--- src/hdl/kth_pkg.sv ---
// Package for the keyed top-K hotspot table: sizes, codes, payload types
// and the command/status structs between controller and datapath.
`timescale 1ns / 1ps

package kth_pkg;

    localparam int CAPACITY = 128;
    localparam int IDX_W    = $clog2(CAPACITY);
    localparam int CNT_W    = $clog2(CAPACITY + 1);

    localparam logic [31:0] SCORE_ONE     = 32'd65536;
    localparam logic [30:0] TRACKED_RESET = 31'd2318;

    typedef enum logic [1:0] {
        CMD_CLEAR  = 2'd0,
        CMD_INSERT = 2'd1,
        CMD_READ   = 2'd2,
        CMD_NONE   = 2'd3
    } t_cmd_code;

    typedef enum logic [2:0] {
        ST_IGNORED  = 3'd0,
        ST_RAISED   = 3'd1,
        ST_KEPT     = 3'd2,
        ST_APPENDED = 3'd3,
        ST_REPLACED = 3'd4,
        ST_REJECTED = 3'd5,
        ST_CLEARED  = 3'd6,
        ST_READ     = 3'd7
    } t_status;

    typedef enum logic [1:0] {
        WS_ITEM,
        WS_RDATA,
        WS_CUR
    } t_wsel;

    typedef struct packed {
        logic [1:0]         cmd;
        logic signed [31:0] item_key;
        logic [30:0]        item_node;
        logic [31:0]        item_score;
        logic [6:0]         read_index;
    } t_in_item;

    typedef struct packed {
        logic [2:0]  status;
        logic        read_ok;
        logic [30:0] out_key;
        logic [30:0] out_node;
        logic [31:0] out_score;
        logic [7:0]  entry_count;
        logic [30:0] tracked_best_node;
        logic [31:0] tracked_best_score;
    } t_out_item;

    typedef struct packed {
        logic [30:0] key;
        logic [30:0] node;
        logic [31:0] score;
    } t_entry;

    typedef struct packed {
        logic             load_item;
        logic             rd_en;
        logic [IDX_W-1:0] rd_addr;
        logic             wr_en;
        logic [IDX_W-1:0] wr_addr;
        t_wsel            wr_sel;
        logic             cur_load;
        logic             min_upd;
        logic             min_first;
        logic [IDX_W-1:0] min_idx;
        logic             cnt_clr;
        logic             cnt_inc;
        logic             trk_clr;
        logic             trk_upd;
        logic             out_load;
        t_status          out_status;
    } t_dp_cmd;

    typedef struct packed {
        logic [1:0]       cmd;
        logic             ignore;
        logic [CNT_W-1:0] count;
        logic [IDX_W-1:0] rd_idx;
        logic             key_match;
        logic             new_gt_rd;
        logic             cur_lt_rd;
        logic             new_gt_min;
        logic [IDX_W-1:0] imin;
        logic             out_free;
    } t_dp_stat;

endpackage

--- src/hdl/kth_ctrl.sv ---
// Controller of the hotspot table: sequences clear, read, scan, append shift,
// replace and exchange sort over the entry memory. Uses kth_pkg.
`timescale 1ns / 1ps

module kth_ctrl (
    input  logic              i_clk,
    input  logic              i_rst_n,
    input  logic              i_in_valid,
    output logic              o_in_ready,
    input  kth_pkg::t_dp_stat i_stat,
    output kth_pkg::t_dp_cmd  o_cmd
);

    typedef enum logic [3:0] {
        S_IDLE,
        S_DISP,
        S_SC_RD,
        S_SC_CMP,
        S_AP_RD,
        S_AP_CMP,
        S_FULL,
        S_SO_RDI,
        S_SO_LDI,
        S_SO_RDK,
        S_SO_CMP,
        S_SO_WRI,
        S_FIN
    } t_state;

    localparam logic [kth_pkg::IDX_W-1:0] LAST = kth_pkg::IDX_W'(kth_pkg::CAPACITY - 1);
    localparam logic [kth_pkg::IDX_W-1:0] PEN  = kth_pkg::IDX_W'(kth_pkg::CAPACITY - 2);

    t_state                    r_state, n_state;
    logic [kth_pkg::IDX_W-1:0] r_i, n_i;
    logic [kth_pkg::IDX_W-1:0] r_k, n_k;
    kth_pkg::t_status          r_status, n_status;

    logic [kth_pkg::CNT_W-1:0] last_held;

    assign last_held  = i_stat.count - 1'b1;
    assign o_in_ready = r_state == S_IDLE;

    always_comb begin
        n_state  = r_state;
        n_i      = r_i;
        n_k      = r_k;
        n_status = r_status;
        o_cmd            = '0;
        o_cmd.wr_sel     = kth_pkg::WS_ITEM;
        o_cmd.out_status = r_status;
        o_cmd.min_idx    = r_k;
        unique case (r_state)
            S_IDLE: begin
                if (i_in_valid) begin
                    o_cmd.load_item = 1'b1;
                    n_state = S_DISP;
                end
            end
            S_DISP: begin
                priority if (i_stat.cmd == kth_pkg::CMD_CLEAR) begin
                    o_cmd.cnt_clr = 1'b1;
                    o_cmd.trk_clr = 1'b1;
                    n_status = kth_pkg::ST_CLEARED;
                    n_state  = S_FIN;
                end else if (i_stat.cmd == kth_pkg::CMD_READ) begin
                    o_cmd.rd_en   = 1'b1;
                    o_cmd.rd_addr = i_stat.rd_idx;
                    n_status = kth_pkg::ST_READ;
                    n_state  = S_FIN;
                end else if (i_stat.cmd == kth_pkg::CMD_INSERT && !i_stat.ignore) begin
                    o_cmd.trk_upd = 1'b1;
                    n_k = '0;
                    if (i_stat.count == '0) begin
                        o_cmd.cnt_inc = 1'b1;
                        n_state = S_AP_RD;
                    end else begin
                        n_state = S_SC_RD;
                    end
                end else begin
                    n_status = kth_pkg::ST_IGNORED;
                    n_state  = S_FIN;
                end
            end
            S_SC_RD: begin
                o_cmd.rd_en   = 1'b1;
                o_cmd.rd_addr = r_k;
                n_state = S_SC_CMP;
            end
            S_SC_CMP: begin
                o_cmd.min_upd   = 1'b1;
                o_cmd.min_first = r_k == '0;
                if (i_stat.key_match) begin
                    if (i_stat.new_gt_rd) begin
                        o_cmd.wr_en   = 1'b1;
                        o_cmd.wr_addr = r_k;
                        n_status = kth_pkg::ST_RAISED;
                    end else begin
                        n_status = kth_pkg::ST_KEPT;
                    end
                    n_state = S_FIN;
                end else if (kth_pkg::CNT_W'(r_k) == last_held) begin
                    if (32'(i_stat.count) < kth_pkg::CAPACITY) begin
                        // new key, room left: shift in from the tail
                        o_cmd.cnt_inc = 1'b1;
                        n_k     = kth_pkg::IDX_W'(i_stat.count);
                        n_state = S_AP_RD;
                    end else begin
                        n_state = S_FULL;
                    end
                end else begin
                    n_k     = r_k + 1'b1;
                    n_state = S_SC_RD;
                end
            end
            S_AP_RD: begin
                if (r_k == '0) begin
                    o_cmd.wr_en   = 1'b1;
                    o_cmd.wr_addr = r_k;
                    n_status = kth_pkg::ST_APPENDED;
                    n_state  = S_FIN;
                end else begin
                    o_cmd.rd_en   = 1'b1;
                    o_cmd.rd_addr = r_k - 1'b1;
                    n_state = S_AP_CMP;
                end
            end
            S_AP_CMP: begin
                o_cmd.wr_en   = 1'b1;
                o_cmd.wr_addr = r_k;
                if (i_stat.new_gt_rd) begin
                    o_cmd.wr_sel = kth_pkg::WS_RDATA;
                    n_k     = r_k - 1'b1;
                    n_state = S_AP_RD;
                end else begin
                    n_status = kth_pkg::ST_APPENDED;
                    n_state  = S_FIN;
                end
            end
            S_FULL: begin
                if (i_stat.new_gt_min) begin
                    o_cmd.wr_en   = 1'b1;
                    o_cmd.wr_addr = i_stat.imin;
                    n_i     = '0;
                    n_state = S_SO_RDI;
                end else begin
                    n_status = kth_pkg::ST_REJECTED;
                    n_state  = S_FIN;
                end
            end
            S_SO_RDI: begin
                o_cmd.rd_en   = 1'b1;
                o_cmd.rd_addr = r_i;
                n_state = S_SO_LDI;
            end
            S_SO_LDI: begin
                o_cmd.cur_load = 1'b1;
                n_k     = r_i + 1'b1;
                n_state = S_SO_RDK;
            end
            S_SO_RDK: begin
                o_cmd.rd_en   = 1'b1;
                o_cmd.rd_addr = r_k;
                n_state = S_SO_CMP;
            end
            S_SO_CMP: begin
                // swap: held entry goes to k, the larger one is carried on
                if (i_stat.cur_lt_rd) begin
                    o_cmd.wr_en    = 1'b1;
                    o_cmd.wr_addr  = r_k;
                    o_cmd.wr_sel   = kth_pkg::WS_CUR;
                    o_cmd.cur_load = 1'b1;
                end
                if (r_k == LAST) begin
                    n_state = S_SO_WRI;
                end else begin
                    n_k     = r_k + 1'b1;
                    n_state = S_SO_RDK;
                end
            end
            S_SO_WRI: begin
                o_cmd.wr_en   = 1'b1;
                o_cmd.wr_addr = r_i;
                o_cmd.wr_sel  = kth_pkg::WS_CUR;
                if (r_i == PEN) begin
                    n_status = kth_pkg::ST_REPLACED;
                    n_state  = S_FIN;
                end else begin
                    n_i     = r_i + 1'b1;
                    n_state = S_SO_RDI;
                end
            end
            S_FIN: begin
                if (i_stat.out_free) begin
                    o_cmd.out_load = 1'b1;
                    n_state = S_IDLE;
                end
            end
            default: n_state = S_IDLE;
        endcase
    end

    always_ff @(posedge i_clk) begin
        if (!i_rst_n) begin
            r_state  <= S_IDLE;
            r_i      <= '0;
            r_k      <= '0;
            r_status <= kth_pkg::ST_IGNORED;
        end else begin
            r_state  <= n_state;
            r_i      <= n_i;
            r_k      <= n_k;
            r_status <= n_status;
        end
    end

endmodule

--- config.mk ---
export PLATFORM = sky130hd
export DESIGN_NAME = kth_ctrl
export DESIGN_NICKNAME = d
export VERILOG_FILES = /design/src/hdl/kth_pkg.sv /design/src/hdl/kth_ctrl.sv
export SDC_FILE = /design/constraint.sdc
export NUM_CORES = 1
export LEC_CHECK = 0
export BUFFER_PORTS_ARGS = -buffer_cell sky130_fd_sc_hd__buf_2
export CORE_MARGIN = 10
export CORE_UTILIZATION = 45
export CTS_CLUSTER_SIZE = 12
export DETAILED_ROUTE_END_ITERATION = 8
export PLACE_DENSITY_LB_ADDON = 0.1
export SLEW_MARGIN = 5
export SYNTH_ARGS = -nofsm -noshare
export SYNTH_HDL_FRONTEND = slang
export SYNTH_SLANG_ARGS = --single-unit
--- constraint.sdc ---
create_clock -name i_clk -period 4.4 [get_ports i_clk]
set_input_delay 1.32 -clock i_clk [delete_from_list [all_inputs] [get_ports i_clk]]
set_output_delay 1.32 -clock i_clk [all_outputs]
set_load 0.01 [all_outputs]
==> reports/qor.txt <==
Number of port buffers: 70
Cell count after synthesis: 351
CP Class: in2out
Syn Area/Cell: 6.99 µm²
CTS H-Tree Depth: 1
Critical Path Sink Type: output port
Min-Delay Path Class: reg2reg
Critical path arrival: 3.04 ns
Root buffer cell: clkbuf_8
First-pass GRT wire length: 14700 µm
P per Cell Area: 353 nW/µm²
Leakage power: 1.36 nW
Sequential-to-total area share from yosys stat: 0.171
Final hold viol count: 0
Antenna cells: 0
Netlist cell types: 65
Post-DP HPWL: 7040 µm
Max Fclk: 230 MHz
Mapped Nets: 391
Share of cells above drive strength 1: 0.271
Max Slew Vio Count: 0
Psw: 0.507 mW
Synth Cell Area: 2450 µm²
Max VDD drop: 0.160 mV
Initial antenna violation count: 0
Top post-synthesis cells by area: dfxtp_1, nor2_1, a222oi_1
CTS Buf Count: 3
Internal power: 0.549 mW
Status: finished, final reports clean
Final ANT Viol Nets: 0
Remaining routing DRC violations: 0
Gate power share: 0.613
Total power: 1.06 mW
Flop pwr share: 0.255
CTS sink cnt: 21
Worst slew pin tran: 0.663 ns
Pin count of the biggest net entering global routing: 20
Iter 0 DRT Violations: 325
Worst Setup Start Kind: input port
Synth warn: 0
Clk pwr share: 0.132
Final setup margin: 0.0430 ns
Slowest-stage cell, CP: o41ai_2
CP Cell Sequence: buf_6, inv_2, ha_4, nor2b_4, xnor2_2, o41ai_2, and3_4, nand3b_1, o32ai_1, buf_2
Drt total wl: 9250 µm
Effective utilization at floorplan: 0.472
Max_cap viols: 0
Sw Share: 0.480
Slew headroom: 0.556
Biggest area consumer among synthesized cells: dfxtp_1
GR Overflow Total: 0
Yosys reg bits: 21
Max clock buf depth: 2
CTS tree: yes
Primary FF master, synth: dfxtp_1
Clk pin slew, worst setup/hold paths: 0.09 ns
Worst path max stage delay: 0.38 ns
Die area: 8810 µm²
# rows: 26
Pre-CTS setup slack: 0.0593 ns
# IOs: 71
Die Ht: 93.9 µm
Synth-to-layout area growth: 22.0%
Vias after detailed routing: 3054
DR pass1 iterations: 7
Number of synthesized flops with an enable pin: 0
Vias per inst: 6.27
Bufs and invs on worst path: 3
Final setup fails: 0
Clock Skews: 0.00165 ns
Yosys top cell area share: 0.171
Worst path top cell family by delay: compound AO/OA/AOI/OAI gates
Core ar.: 5200 µm²
Vias in the first global route: 2991
Placer Congestion: 0.915
Global Route Usage Sum: 0.202
Clock insertion delay at the later pin of the skew report: 0.27 ns
Period utilisation layout: 0.990
Die W: 93.9 µm
WP data required: 3.08 ns
WL per Instance: 19.0 µm
Largest fanout on the critical path: 3
Final worst path period need: 4.36 ns
Synth async-reset ratio: 0
Final net count: 458
## power groups by stage
stage | combinational, mW | clock, mW | sequential [mW]
after floorplan | 0.456 | 0 | 0.242
after global placement | 0.625 | 0 | 0.270
after detailed placement | 0.627 | 0 | 0.271
after CTS | 0.630 | 0.142 | 0.267
after global routing | 0.710 | 0.149 | 0.276
final | 0.647 | 0.140 | 0.269
## sequential cells by signal, indices dropped and copies added, names as in the netlist
signal,count
r_k,7
r_state,4
r_status,3
r_i,7
## synthesized netlist by cell type, drive strengths merged (2+ instances only)
| library cell | count |
|---|---|
| nand2b | 4 |
| o221ai | 7 |
| mux2i | 4 |
| nand3b | 2 |
| o21ai | 24 |
| nor2b | 3 |
| o41ai | 2 |
| xnor2 | 12 |
| o211ai | 5 |
| nor4b | 2 |
| a21o | 2 |
| and4b | 2 |
| and2 | 3 |
| a221oi | 3 |
| a21oi | 16 |
| dfxtp | 21 |
| and3 | 7 |
| o22ai | 5 |
| a211oi | 5 |
| nand2 | 33 |
| a221o | 2 |
| or3 | 3 |
| o221a | 2 |
| buf | 14 |
| xor2 | 6 |
| nor3 | 10 |
| ha | 7 |
| clkbuf | 11 |
| o21a | 2 |
| a31oi | 5 |
| nor3b | 3 |
| inv | 27 |
| nand3 | 17 |
| a222oi | 12 |
| nor2 | 42 |
| and4 | 3 |
| nand4 | 5 |
| nor4 | 5 |
## worst reg2reg max path: stages (launching register included)
cell	delay, ns
dfxtp_1	0.70
and4b_1	0.38
o21ai_1	0.30
nand2_2	0.25
or3b_4	0.46
nor4b_4	0.35
o221ai_1	0.20
o211a_1	0.16
## path summary, 6_finish.rpt
check	from	end	slack, ns	cells past startpoint
setup / recovery	i_stat[20]	o_cmd[6]	0.04	10
setup reg to reg	r_state[2]	r_status[0]	1.51	7
hold / removal	r_status[1]	r_status[1]	0.50	2
hold reg to reg	r_status[1]	r_status[1]	0.50	2
## routing by layer
layer,global-route usage,part of all wire,up-vias
met1,0.265,0.44,1432
met3,0.0496,0.11,11
met5,0,0,-
li1,-,-,1439
met4,0.0519,0.014,0
met2,0.322,0.44,172
## per-stage QoR
stage               instance area [µm²]  TNS, ns  hold WS (ns)  cells   util
floorplan                          2450        0         0.518    351      -
global placement                   2860        0         0.481    479  0.549
detailed placement                 2860        0         0.487    479  0.549
CTS                                2900        0         0.512    483  0.557
global route                       2990  -0.0216         0.538    487  0.575
finish                             2990        0         0.503    487  0.575
## logic make-up after synthesis
group | Yosys count | share of synthesized area
mux | 4 | 0.0163
xor+xnor | 18 | 0.0673
simple gates | 148 | 0.314
fa+ha+maj | 7 | 0.0357
compound gates | 101 | 0.299
buf+inv | 52 | 0.0963
flops | 21 | 0.171
## final cells by class
type | count | area (µm²)
fill | 525 | 2210
clock inverter | 1 | 5.00
sequential | 21 | 420
clock buffer | 3 | 41.3
inverter | 27 | 101
multi-input combinational | 278 | 1850
tap | 70 | 87.6
timing repair buffer | 87 | 490
## placed cells by master, fill, tap and decap left out, types with 3 or more instances in the layout
cell | netlist | routed
nand2_1 | 32 | 32
mux2i_1 | 4 | 4
nand3_1 | 17 | 16
nor3b_1 | 3 | 3
nand4_1 | 4 | 4
nor4_1 | 5 | 4
clkbuf_8 | 0 | 3
and2_1 | 3 | 3
dfxtp_1 | 21 | 21
inv_1 | 27 | 25
nor3_1 | 10 | 10
o21ai_0 | 23 | 23
nor2_1 | 42 | 42
nand2b_1 | 4 | 4
a211oi_1 | 4 | 4
o22ai_1 | 5 | 5
a31oi_1 | 5 | 5
o211ai_1 | 5 | 5
xor2_1 | 6 | 6
or3_1 | 3 | 3
buf_4 | 2 | 17
ha_1 | 7 | 6
o221ai_1 | 7 | 7
xnor2_1 | 11 | 9
a21oi_1 | 16 | 16
xnor2_2 | 1 | 3
a222oi_1 | 12 | 12
a221oi_1 | 3 | 3
and3_1 | 6 | 6
buf_2 | 8 | 68
## what timing repair did
action | 4_1_cts | 5_1_grt
endpoints found under the setup margin | 0 | 1
buffers inserted | 0 | 4
resized for setup | 0 | 13
hold buffers | 0 | 0
Note: power is estimated with default switching activity, not from simulation.
